==> config.mk <==
export PLATFORM = sky130hd
export DESIGN_NAME = padded_integer_field_formatter
export DESIGN_NICKNAME = d
export VERILOG_FILES = /design/src/rtl/core/pifr_pkg.sv /design/src/rtl/core/pifr_digit_unit.sv /design/src/rtl/core/padded_integer_field_formatter.sv
export SDC_FILE = /design/constraint.sdc
export NUM_CORES = 1
export LEC_CHECK = 0
export ABC_AREA = 1
export BUFFER_PORTS_ARGS = -buffer_cell sky130_fd_sc_hd__buf_2
export CAP_MARGIN = 20
export CELL_PAD_IN_SITES_DETAIL_PLACEMENT = 2
export CELL_PAD_IN_SITES_GLOBAL_PLACEMENT = 2
export CORE_UTILIZATION = 38
export CTS_CLUSTER_DIAMETER = 30
export DETAILED_ROUTE_END_ITERATION = 7
export MAX_ROUTING_LAYER = met4
export PLACE_DENSITY_LB_ADDON = 0.1
export REMOVE_ABC_BUFFERS = 1
export SYNTH_ARGS = -nofsm -noshare
export SYNTH_HDL_FRONTEND = slang
export SYNTH_SLANG_ARGS = --single-unit
==> constraint.sdc <==
create_clock -name aclk -period 5.9 [get_ports aclk]
set_input_delay 1.18 -clock aclk [delete_from_list [all_inputs] [get_ports aclk]]
set_output_delay 1.18 -clock aclk [all_outputs]
set_load 0.1 [all_outputs]
==> src/rtl/core/pifr_pkg.sv <==
// Package for the padded integer field formatter: constants, FSM state,
// unit request/response structs, digit_ascii and clamp_len. No dependencies.
`default_nettype none

package pifr_pkg;

    // Field limits and digit store sizing
    localparam logic [5:0] FMT_LIMIT   = 6'd48;
    localparam int         DIGITS_MAX  = 10;
    localparam int         DIG_IDX_W   = $clog2(DIGITS_MAX);
    localparam int         HEX_DIGIT_W = 4;

    // Divide by ten through the reciprocal: q = (x * RECIP_10) >> RECIP_SHIFT
    localparam logic [31:0] RECIP_10    = 32'hCCCC_CCCD;
    localparam int          RECIP_SHIFT = 35;
    localparam logic [3:0]  DEC_BASE    = 4'd10;

    // ASCII codes
    localparam logic [7:0] CH_ZERO       = 8'h30;
    localparam logic [7:0] CH_MINUS      = 8'h2D;
    localparam logic [7:0] CH_SPACE      = 8'h20;
    localparam logic [7:0] HEX_ALPHA_OFS = 8'd87;

    // Conversion codes carried in tuser
    localparam logic OP_DEC = 1'b0;
    localparam logic OP_HEX = 1'b1;

    typedef enum logic [2:0] {
        ST_IDLE,
        ST_ISSUE,
        ST_WAIT,
        ST_PLAN,
        ST_EMIT
    } pifr_state_t;

    // Request into the shared digit unit
    typedef struct packed {
        logic        start;
        logic        hex;
        logic [31:0] mag;
    } du_req_t;

    // Response from the shared digit unit
    typedef struct packed {
        logic        done;
        logic [3:0]  digit;
        logic [31:0] quot;
    } du_rsp_t;

    function automatic logic [7:0] digit_ascii(input logic [3:0] d);
        logic [7:0] d8;
        d8 = {4'b0000, d};
        return (d < DEC_BASE) ? (CH_ZERO + d8) : (HEX_ALPHA_OFS + d8);
    endfunction

    function automatic logic [5:0] clamp_len(input logic [5:0] v);
        return (v > FMT_LIMIT) ? FMT_LIMIT : v;
    endfunction

endpackage

`default_nettype wire

==> src/rtl/core/pifr_digit_unit.sv <==
// Shared digit unit: splits one magnitude into quotient and low digit,
// base 10 by reciprocal multiply or base 16 by shift. Uses pifr_pkg.
`default_nettype none

module pifr_digit_unit
    import pifr_pkg::*;
(
    input  wire logic    aclk,
    input  wire logic    aresetn,
    input  wire du_req_t req,
    output du_rsp_t      rsp
);

    logic        busy_reg;
    logic        hex_reg;
    logic [31:0] mag_reg;
    logic [63:0] prod_reg;

    logic [31:0] dec_quot;
    logic [31:0] dec_times10;
    logic [31:0] dec_rem;

    // Result is ready the cycle after a start
    always_ff @(posedge aclk) begin
        if (!aresetn) begin
            busy_reg <= 1'b0;
        end else begin
            busy_reg <= req.start;
        end
    end

    // Operand capture and the one multiply
    always_ff @(posedge aclk) begin
        if (req.start) begin
            hex_reg  <= req.hex;
            mag_reg  <= req.mag;
            prod_reg <= 64'(req.mag) * 64'(RECIP_10);
        end
    end

    // Quotient and remainder: rem = x - 10q, 10q as two shifts added
    always_comb begin
        dec_quot    = 32'(prod_reg >> RECIP_SHIFT);
        dec_times10 = (dec_quot << 3) + (dec_quot << 1);
        dec_rem     = mag_reg - dec_times10;
    end

    always_comb begin
        rsp.done = busy_reg;
        if (hex_reg) begin
            rsp.quot  = mag_reg >> HEX_DIGIT_W;
            rsp.digit = mag_reg[HEX_DIGIT_W-1:0];
        end else begin
            rsp.quot  = dec_quot;
            rsp.digit = dec_rem[3:0];
        end
    end

endmodule

`default_nettype wire

==> src/rtl/core/padded_integer_field_formatter.sv <==
// Top level of the padded integer field formatter (%d / %x with width and
// precision). Uses pifr_pkg and pifr_digit_unit.
//
// One request describes one field; the block answers with its ASCII bytes, one per
// output beat, tlast on the final byte (a field can be empty: zero value, explicit
// precision zero, width zero give no beat at all). Width and precision above 48 are
// clamped to 48. A request takes an accept step, an issue and a wait step per digit in the
// shared digit unit (1 to 10 decimal digits, 1 to 8 hex digits) and a planning step, then
// one byte per cycle while the output is taken (up to 49 bytes). s_tready returns once
// the last byte is loaded into the output register, so the next request is taken while
// that byte still waits.
`default_nettype none

module padded_integer_field_formatter
    import pifr_pkg::*;
(
    input  wire logic        aclk,
    input  wire logic        aresetn,
    // request channel
    input  wire logic        s_tvalid,
    output logic             s_tready,
    // tdata: value[31:0], field_width[37:32], min_digits[43:38], has_precision[44]
    input  wire logic [47:0] s_tdata,
    // tuser: operation[0]
    input  wire logic        s_tuser,
    // result channel
    output logic             m_tvalid,
    input  wire logic        m_tready,
    // tdata: character[7:0]
    output logic [7:0]       m_tdata,
    output logic             m_tlast
);

    pifr_state_t state_reg, state_next;

    logic                 hex_reg,       hex_next;
    logic                 neg_reg,       neg_next;
    logic                 kill_reg,      kill_next;
    logic [5:0]           width_reg,     width_next;
    logic [5:0]           prec_reg,      prec_next;
    logic [31:0]          mag_reg,       mag_next;
    logic [3:0]           digit_reg [DIGITS_MAX];
    logic [3:0]           digit_next [DIGITS_MAX];
    logic [DIG_IDX_W:0]   ndig_reg,      ndig_next;
    logic [5:0]           pad_reg,       pad_next;
    logic [5:0]           zeros_reg,     zeros_next;
    logic                 sign_reg,      sign_next;
    logic [DIG_IDX_W:0]   dig_cnt_reg,   dig_cnt_next;
    logic [5:0]           remain_reg,    remain_next;
    logic                 m_tvalid_reg,  m_tvalid_next;
    logic [7:0]           m_tdata_reg,   m_tdata_next;
    logic                 m_tlast_reg,   m_tlast_next;

    du_req_t du_req;
    du_rsp_t du_rsp;

    logic               out_free;
    logic [DIG_IDX_W:0] ndig_eff;
    logic [5:0]         zeros_c;
    logic [5:0]         body_c;
    logic [5:0]         pad_c;
    logic [5:0]         total_c;
    logic [DIG_IDX_W:0] rd_idx;
    logic [31:0]        in_value;

    pifr_digit_unit u_digit (
        .aclk    (aclk),
        .aresetn (aresetn),
        .req     (du_req),
        .rsp     (du_rsp)
    );

    assign in_value = s_tdata[31:0];
    assign out_free = !m_tvalid_reg || m_tready;
    assign rd_idx   = dig_cnt_reg - 1'b1;

    // Field layout from the digit count
    always_comb begin
        ndig_eff = kill_reg ? '0 : ndig_reg;
        zeros_c  = (prec_reg > 6'(ndig_eff)) ? (prec_reg - 6'(ndig_eff)) : 6'd0;
        body_c   = 6'(neg_reg) + zeros_c + 6'(ndig_eff);
        pad_c    = (width_reg > body_c) ? (width_reg - body_c) : 6'd0;
        total_c  = pad_c + body_c;
    end

    // Next state
    always_comb begin
        state_next = state_reg;
        case (state_reg)
            ST_IDLE:  if (s_tvalid) state_next = ST_ISSUE;
            ST_ISSUE: state_next = ST_WAIT;
            ST_WAIT: begin
                if (du_rsp.done) begin
                    state_next = (du_rsp.quot == 32'd0) ? ST_PLAN : ST_ISSUE;
                end
            end
            ST_PLAN:  state_next = (total_c == 6'd0) ? ST_IDLE : ST_EMIT;
            ST_EMIT: begin
                if (out_free && remain_reg == 6'd1) state_next = ST_IDLE;
            end
            default:  state_next = ST_IDLE;
        endcase
    end

    // Datapath and outputs per state
    always_comb begin
        hex_next      = hex_reg;
        neg_next      = neg_reg;
        kill_next     = kill_reg;
        width_next    = width_reg;
        prec_next     = prec_reg;
        mag_next      = mag_reg;
        digit_next    = digit_reg;
        ndig_next     = ndig_reg;
        pad_next      = pad_reg;
        zeros_next    = zeros_reg;
        sign_next     = sign_reg;
        dig_cnt_next  = dig_cnt_reg;
        remain_next   = remain_reg;
        m_tvalid_next = m_tvalid_reg && !m_tready;
        m_tdata_next  = m_tdata_reg;
        m_tlast_next  = m_tlast_reg;
        du_req.start  = 1'b0;
        du_req.hex    = hex_reg;
        du_req.mag    = mag_reg;
        s_tready      = 1'b0;

        case (state_reg)
            ST_IDLE: begin
                s_tready = 1'b1;
                if (s_tvalid) begin
                    hex_next   = (s_tuser == OP_HEX);
                    neg_next   = (s_tuser == OP_DEC) && in_value[31];
                    mag_next   = neg_next ? (32'd0 - in_value) : in_value;
                    width_next = clamp_len(s_tdata[37:32]);
                    prec_next  = s_tdata[44] ? clamp_len(s_tdata[43:38]) : 6'd0;
                    kill_next  = (in_value == 32'd0) && s_tdata[44] && (prec_next == 6'd0);
                    ndig_next  = '0;
                end
            end
            ST_ISSUE: begin
                du_req.start = 1'b1;
            end
            ST_WAIT: begin
                // store digits least significant first
                if (du_rsp.done) begin
                    digit_next[ndig_reg[DIG_IDX_W-1:0]] = du_rsp.digit;
                    ndig_next = ndig_reg + 1'b1;
                    mag_next  = du_rsp.quot;
                end
            end
            ST_PLAN: begin
                pad_next     = pad_c;
                zeros_next   = zeros_c;
                sign_next    = neg_reg;
                dig_cnt_next = ndig_eff;
                remain_next  = total_c;
            end
            ST_EMIT: begin
                // spaces, sign, zeros, then digits most significant first
                if (out_free) begin
                    m_tvalid_next = 1'b1;
                    m_tlast_next  = (remain_reg == 6'd1);
                    remain_next   = remain_reg - 6'd1;
                    if (pad_reg != 6'd0) begin
                        m_tdata_next = CH_SPACE;
                        pad_next     = pad_reg - 6'd1;
                    end else if (sign_reg) begin
                        m_tdata_next = CH_MINUS;
                        sign_next    = 1'b0;
                    end else if (zeros_reg != 6'd0) begin
                        m_tdata_next = CH_ZERO;
                        zeros_next   = zeros_reg - 6'd1;
                    end else begin
                        m_tdata_next = digit_ascii(digit_reg[rd_idx[DIG_IDX_W-1:0]]);
                        dig_cnt_next = rd_idx;
                    end
                end
            end
            default: begin
                s_tready = 1'b0;
            end
        endcase
    end

    // Control registers
    always_ff @(posedge aclk) begin
        if (!aresetn) begin
            state_reg    <= ST_IDLE;
            m_tvalid_reg <= 1'b0;
        end else begin
            state_reg    <= state_next;
            m_tvalid_reg <= m_tvalid_next;
        end
    end

    // Payload registers
    always_ff @(posedge aclk) begin
        hex_reg     <= hex_next;
        neg_reg     <= neg_next;
        kill_reg    <= kill_next;
        width_reg   <= width_next;
        prec_reg    <= prec_next;
        mag_reg     <= mag_next;
        digit_reg   <= digit_next;
        ndig_reg    <= ndig_next;
        pad_reg     <= pad_next;
        zeros_reg   <= zeros_next;
        sign_reg    <= sign_next;
        dig_cnt_reg <= dig_cnt_next;
        remain_reg  <= remain_next;
        m_tdata_reg <= m_tdata_next;
        m_tlast_reg <= m_tlast_next;
    end

    assign m_tvalid = m_tvalid_reg;
    assign m_tdata  = m_tdata_reg;
    assign m_tlast  = m_tlast_reg;

endmodule

`default_nettype wire

Word-level counts from Yosys, hierarchy flattened

Cells that the tools add are included.

Equality and inequality tests: 14
Reductions and logical operators: 30
Multiplexer cells: 50
Order comparisons: 8
Multipliers: 1
Bitwise gates (word level): 3
Add/subtract/negate cells: 15

Operators with widths:

| operator                                                  | number |
|---|---|
| 2-to-1 mux 32 bit                                         | 3 |
| 2-to-1 mux 6 bit                                          | 11 |
| logical NOT 32 bit                                        | 2 |
| multiplier 32 x 32 -> 64 bit (second input constant)      | 1 |
| one-hot mux 32 bit (2 select lines)                       | 1 |
| bitwise mux 40 bit                                        | 1 |
| 2-to-1 mux 5 bit                                          | 8 |
| 2-to-1 mux 36 bit                                         | 1 |
| one-hot mux 6 bit (2 select lines)                        | 3 |
| subtractor 1 x 32 -> 32 bit (first input constant)        | 1 |
| one-hot mux 5 bit (2 select lines)                        | 2 |
| subtractor 6 x 1 -> 6 bit (second input constant)         | 3 |
| binary-select mux 4 bit (select 4 bit)                    | 1 |
| demux 4 bit (select 4 bit)                                | 1 |
| 2-to-1 mux 4 bit                                          | 4 |
| inequality test 2 bit (second input constant)             | 8 |
| one-hot mux 3 bit (5 select lines)                        | 1 |
| > comparator 6 bit (second input constant)                | 2 |
| logical NOT 6 bit                                         | 2 |
| 2-to-1 mux 3 bit                                          | 4 |
| AND reduction 3 bit                                       | 4 |
| nonzero test 6 bit                                        | 2 |
| greater-or-equal comparator 5 bit (second input constant) | 2 |
| inverter 4 -> 5 bit                                       | 2 |
| 34 further kinds                                          | 51 |

Register bits: 227
Input bits: 53
Output and inout bits: 11

Logic depth before layout (Yosys ltp)

Word-level depth: 11
Depth in mapped cells: 40

Cells and area by module

A second synthesis with hierarchy kept.

Cell total of the unflattened synthesis: 3,355
Area, all modules: 28,765.1 um2

By module, submodules not included:

| module                         | cells each | area an instance (um2) | instances | sequential area each (um2) |
|---|---|---|---|---|
| pifr_digit_unit                | 2,488      | 21,109.0               | 1         | 1,881.8 |
| padded_integer_field_formatter | 867        | 7,656.1                | 1         | 3,773.6 |

Worst setup path after synthesis

Ideal clock, no wire load.

Kind: register to register
From: reg mag_reg[20]
To: reg u_digit.prod_reg[58], data pin
Data arrival time: 5.826 ns
Stages on the path, launching flop included: 22
Path slack: -0.185 ns
Path buffers: 0
Data required time: 5.641 ns
Setup time: 0.259 ns
Path through: edfxtp_1 > ha_1 > inv_1 > fa_1 > fa_1 > fa_1 > fa_1 > fa_1 > inv_1 > fa_1 > inv_1 > fa_1 > inv_1 > ha_1 > nand2_1 > nor2_1 > inv_1 > nor4_1 > nand4_1 > nand3_1 > a21oi_1 > xnor2_1

Longest elaborated chain between the ends: 1

Ends and longest elaborated chain:

| element                      | line                                  | text |
|---|---|---|
| start: declaration           | padded_integer_field_formatter.sv:41  | `logic [31:0] mag_reg, mag_next;` |
| start signal: assignment     | padded_integer_field_formatter.sv:204 | `mag_reg <= mag_next;` |
| multiplier 32 x 32 -> 64 bit | pifr_digit_unit.sv:37                 | `prod_reg <= 64'(req.mag) * 64'(RECIP_10);` |
| end signal: assignment       | pifr_digit_unit.sv:37                 |  |
| end: declaration             | pifr_digit_unit.sv:17                 | `logic [63:0] prod_reg;` |

Every way passes these cells.
A chain may end at the register's enable or synchronous reset.

Worst setup path in the final report

From: reg mag_reg[17]
To: reg u_digit.prod_reg[42], data pin

The elaborated chain is that of the path after synthesis.

==> impl_metrics.toml <==
[yosys]
syn_area_per_cell_sq_um = 9.213
synthArstFlopShare = 0
synth_warnings = 0
syn_inst = 3005
synth.distinct_cells = 56
syn_area_sq_mm = 0.02769
synth_ff_type = "edfxtp_1"
synth_edf_count = 185
synth-seq-cells = 190
yosysSeqAreaShare = 0.2043

[worst_setup_path]
r2r-end = "u_digit.prod_reg[42]"
cp_data_required_time_ns = 6.18
r2r-start = "mag_reg[17]"
worstPathArrival_ns = 7.27
worstSetupStartpointType = "flop"
path_class = "flop to flop"
reg2reg_setup_slack_ns = -1.09
rr_worst_depth = 26
path_max_fanout = 5
cp-end-kind = "flop"

[final_layout]
fin_area_sq_mm = 0.03653
drive_gt1_frac = 0.3017
final_common_cell = "inv_1"
area_growth_pct = 31.95
final_cell_mix = "inv_1, buf_4, fa_1, nand2_1, ha_1"
fillers = 7587
multi_input_area_sq_mm = 0.02099
largest_reg_flops = 40
fin_nets = 4507
regArea_sq_mm = 0.005655

[sta]
setup_violations = 29
period_minus_slack_ns = 6.987
slew_violations = 0
rsz0062_at_grt = "true"
final-hold-violation-count = 0
fin_crit_sh = 1.184
fin_ws_ns = -1.087
slew_headroom = 0.2526
worstMarginPinSlew_ns = 1.121
max_clock_freq_mhz = 143.1
finalClockSkew_ns = 0.03740

[global_route]
grt_max_degree = 64
grtUsageMet2 = 0.6401
overflow = 0
grt_pass1_vias = 28580
grt_util_met3 = 0.03817
antenna_found_initial = 3
grt_busiest_layer = "met2"
grt_pass1_wl_microns = 185100
use_met1 = 0.4005
grt_usage = 0.3563

[cts]
clkTransAtPathRegs_ns = 0.10
clockRootBuffer = "clkbuf_16"
clk_latency_ns = 0.54
clock_sinks = 190
cts_tree = "built"
numCtsBuffers = 17
htree_levels = 4
cts-root-to-sink-buffers = 2

[route]
drtAntennaViolNets = 0
wl_microns = 129500
drc = 0
vias_per_cell = 5.242
drt_iter0_markers = 1174
vias = 24259
drt-pass1-iter-count = 5
wl_per_cell_microns = 27.98

[die]
rows = 98
die_h_microns = 271.9
ioPinCount = 64
die-area_sq_mm = 0.07394
core_sq_mm = 0.07173
die_x_microns = 271.9
floorplan.initialDensity = 0.3860

[place]
hpwl_microns = 101000
place_congestion = 0.9635
place_area_sq_mm = 0.03279
io_buffers = 59

[worst_hold_path]
worstHoldPathCells = 0
min_from = "hex_reg"
hold_class = "flop to flop"
hold_path_end = "u_digit.hex_reg"

[run]
drv_cap = 0

[run_status]
outcome = "finished, violations left"
violations = "setup timing"
==> critical path, cell delays in order, from the launching register on <==
cell      delay (ns)
edfxtp_1        0.46
buf_6           0.16
buf_6           0.11
ha_4            0.23
buf_4           0.14
buf_4           0.13
ha_1            0.26
inv_1           0.06
fa_1            0.55
fa_2            0.50
fa_1            0.60
fa_1            0.55
inv_1           0.06
fa_1            0.52
inv_1           0.09
fa_1            0.50
inv_2           0.05
ha_4            0.25
a21oi_1         0.17
inv_1           0.12
a31oi_4         0.21
o21ai_0         0.18
a31oi_2         0.29
nand3_2         0.12
buf_6           0.16
buf_4           0.13
xor2_1          0.15
==> synth_stat cells, types with 2 or more instances <==
cell	instances	area [sq um]
edfxtp_1	185	5555
buf_2	2	10.01
inv_2	6	22.52
xor2_1	52	455.4
nand4_1	20	125.1
o211ai_1	11	82.58
nor2_1	215	807.0
xnor2_1	21	183.9
nand3_2	2	20.02
inv_1	813	3052
nor2_2	3	18.77
a21boi_0	4	30.03
clkbuf_1	21	78.83
dfxtp_1	5	100.1
o21ai_1	12	60.06
o21ai_0	120	600.6
ha_1	372	4654
or2_2	3	18.77
clkinv_1	3	11.26
a21o_1	16	120.1
nor3_1	40	200.2
a31oi_1	33	206.5
or2_1	3	18.77
nand2_1	379	1423
nand3_1	61	305.3
o22ai_1	3	18.77
a211oi_1	3	22.52
fa_1	419	8388
nor3_2	4	40.04
mux2i_1	3	30.03
o31ai_1	4	30.03
conb_1	2	7.510
o21a_1	6	45.04
nor4_1	14	87.58
o221ai_1	3	26.28
and3_1	2	12.51
o21bai_1	7	52.55
buf_4	2	15.01
a21oi_1	114	570.6
==> metal layers <==
| metal | share of wire | vias up | wire (microns) |
|---|---|---|---|
| li1 | - | 10699 | - |
| met1 | 0.38 | 12646 | 49560 |
| met2 | 0.52 | 580 | 67770 |
| met3 | 0.037 | 334 | 4804 |
| met4 | 0.057 | 0 | 7363 |
| met5 | 0 | - | 0 |
==> how the worst max path moves through the flow <==
stage                            from                   end  slack (ns)  cells after the start
final                     mag_reg[17]  u_digit.prod_reg[42]       -1.09                     26
after global routing      mag_reg[17]  u_digit.prod_reg[42]       -1.20                     26
after CTS                 mag_reg[17]  u_digit.prod_reg[63]       -0.73                     24
after detailed placement  mag_reg[11]  u_digit.prod_reg[63]       -1.42                     28
after global placement    mag_reg[11]  u_digit.prod_reg[63]       -1.26                     22
after floorplan           mag_reg[20]  u_digit.prod_reg[58]       -0.19                     21
==> area by class of cell <==
class,instances,share of cell area
flip-flops and latches,190,0.1548
repair buffers,665,0.1362
inverters,822,0.08504
multi-input cells,1967,0.5746
well taps,950,0.03254
clock buffers,17,0.01164
clock inverters,15,0.004966
diodes,2,0.0001370
==> logic make-up (layout without fill, tap and decap cells) <==
kind of cell / count (synthesis) / count (layout) / synth area share
buffers and inverters: 848 / 1519 / 0.1156
adder cells (fa/ha/maj): 791 / 791 / 0.4711
AND/OR/NAND/NOR: 750 / 750 / 0.1125
AO/OA/AOI/OAI: 346 / 346 / 0.07095
flip-flops: 190 / 190 / 0.2043
XOR/XNOR: 75 / 75 / 0.02427
multiplexers: 3 / 3 / 0.001085
other: 2 / 4 / 0.0002713
==> metrics by stage <==
stage	std cells	setup TNS (ns)	setup slack (ns)	hold WS (ns)	utilization
2_1_floorplan	2979	-1.760	-0.1850	0.4003	-
5_1_grt	4627	-29.75	-1.204	0.4443	0.5093
4_1_cts	4589	-17.85	-0.7314	0.4281	0.4967
3_3_place_gp	4481	-25.00	-1.257	0.4062	0.4571
3_5_place_dp	4481	-31.10	-1.417	0.4083	0.4571
6_report	4628	-25.60	-1.087	0.4251	0.5093
==> timing repair <==
action,in CTS,in global routing
hold buffers,0,0
setup endpoints to repair,32,35
buffers inserted,78,37
resized for setup,392,149
gates cloned,0,0
pin swaps,142,109
Power is left out: the tool's default activity adds up to more than one toggle a clock period on the data nets, which glitch-free logic cannot reach.
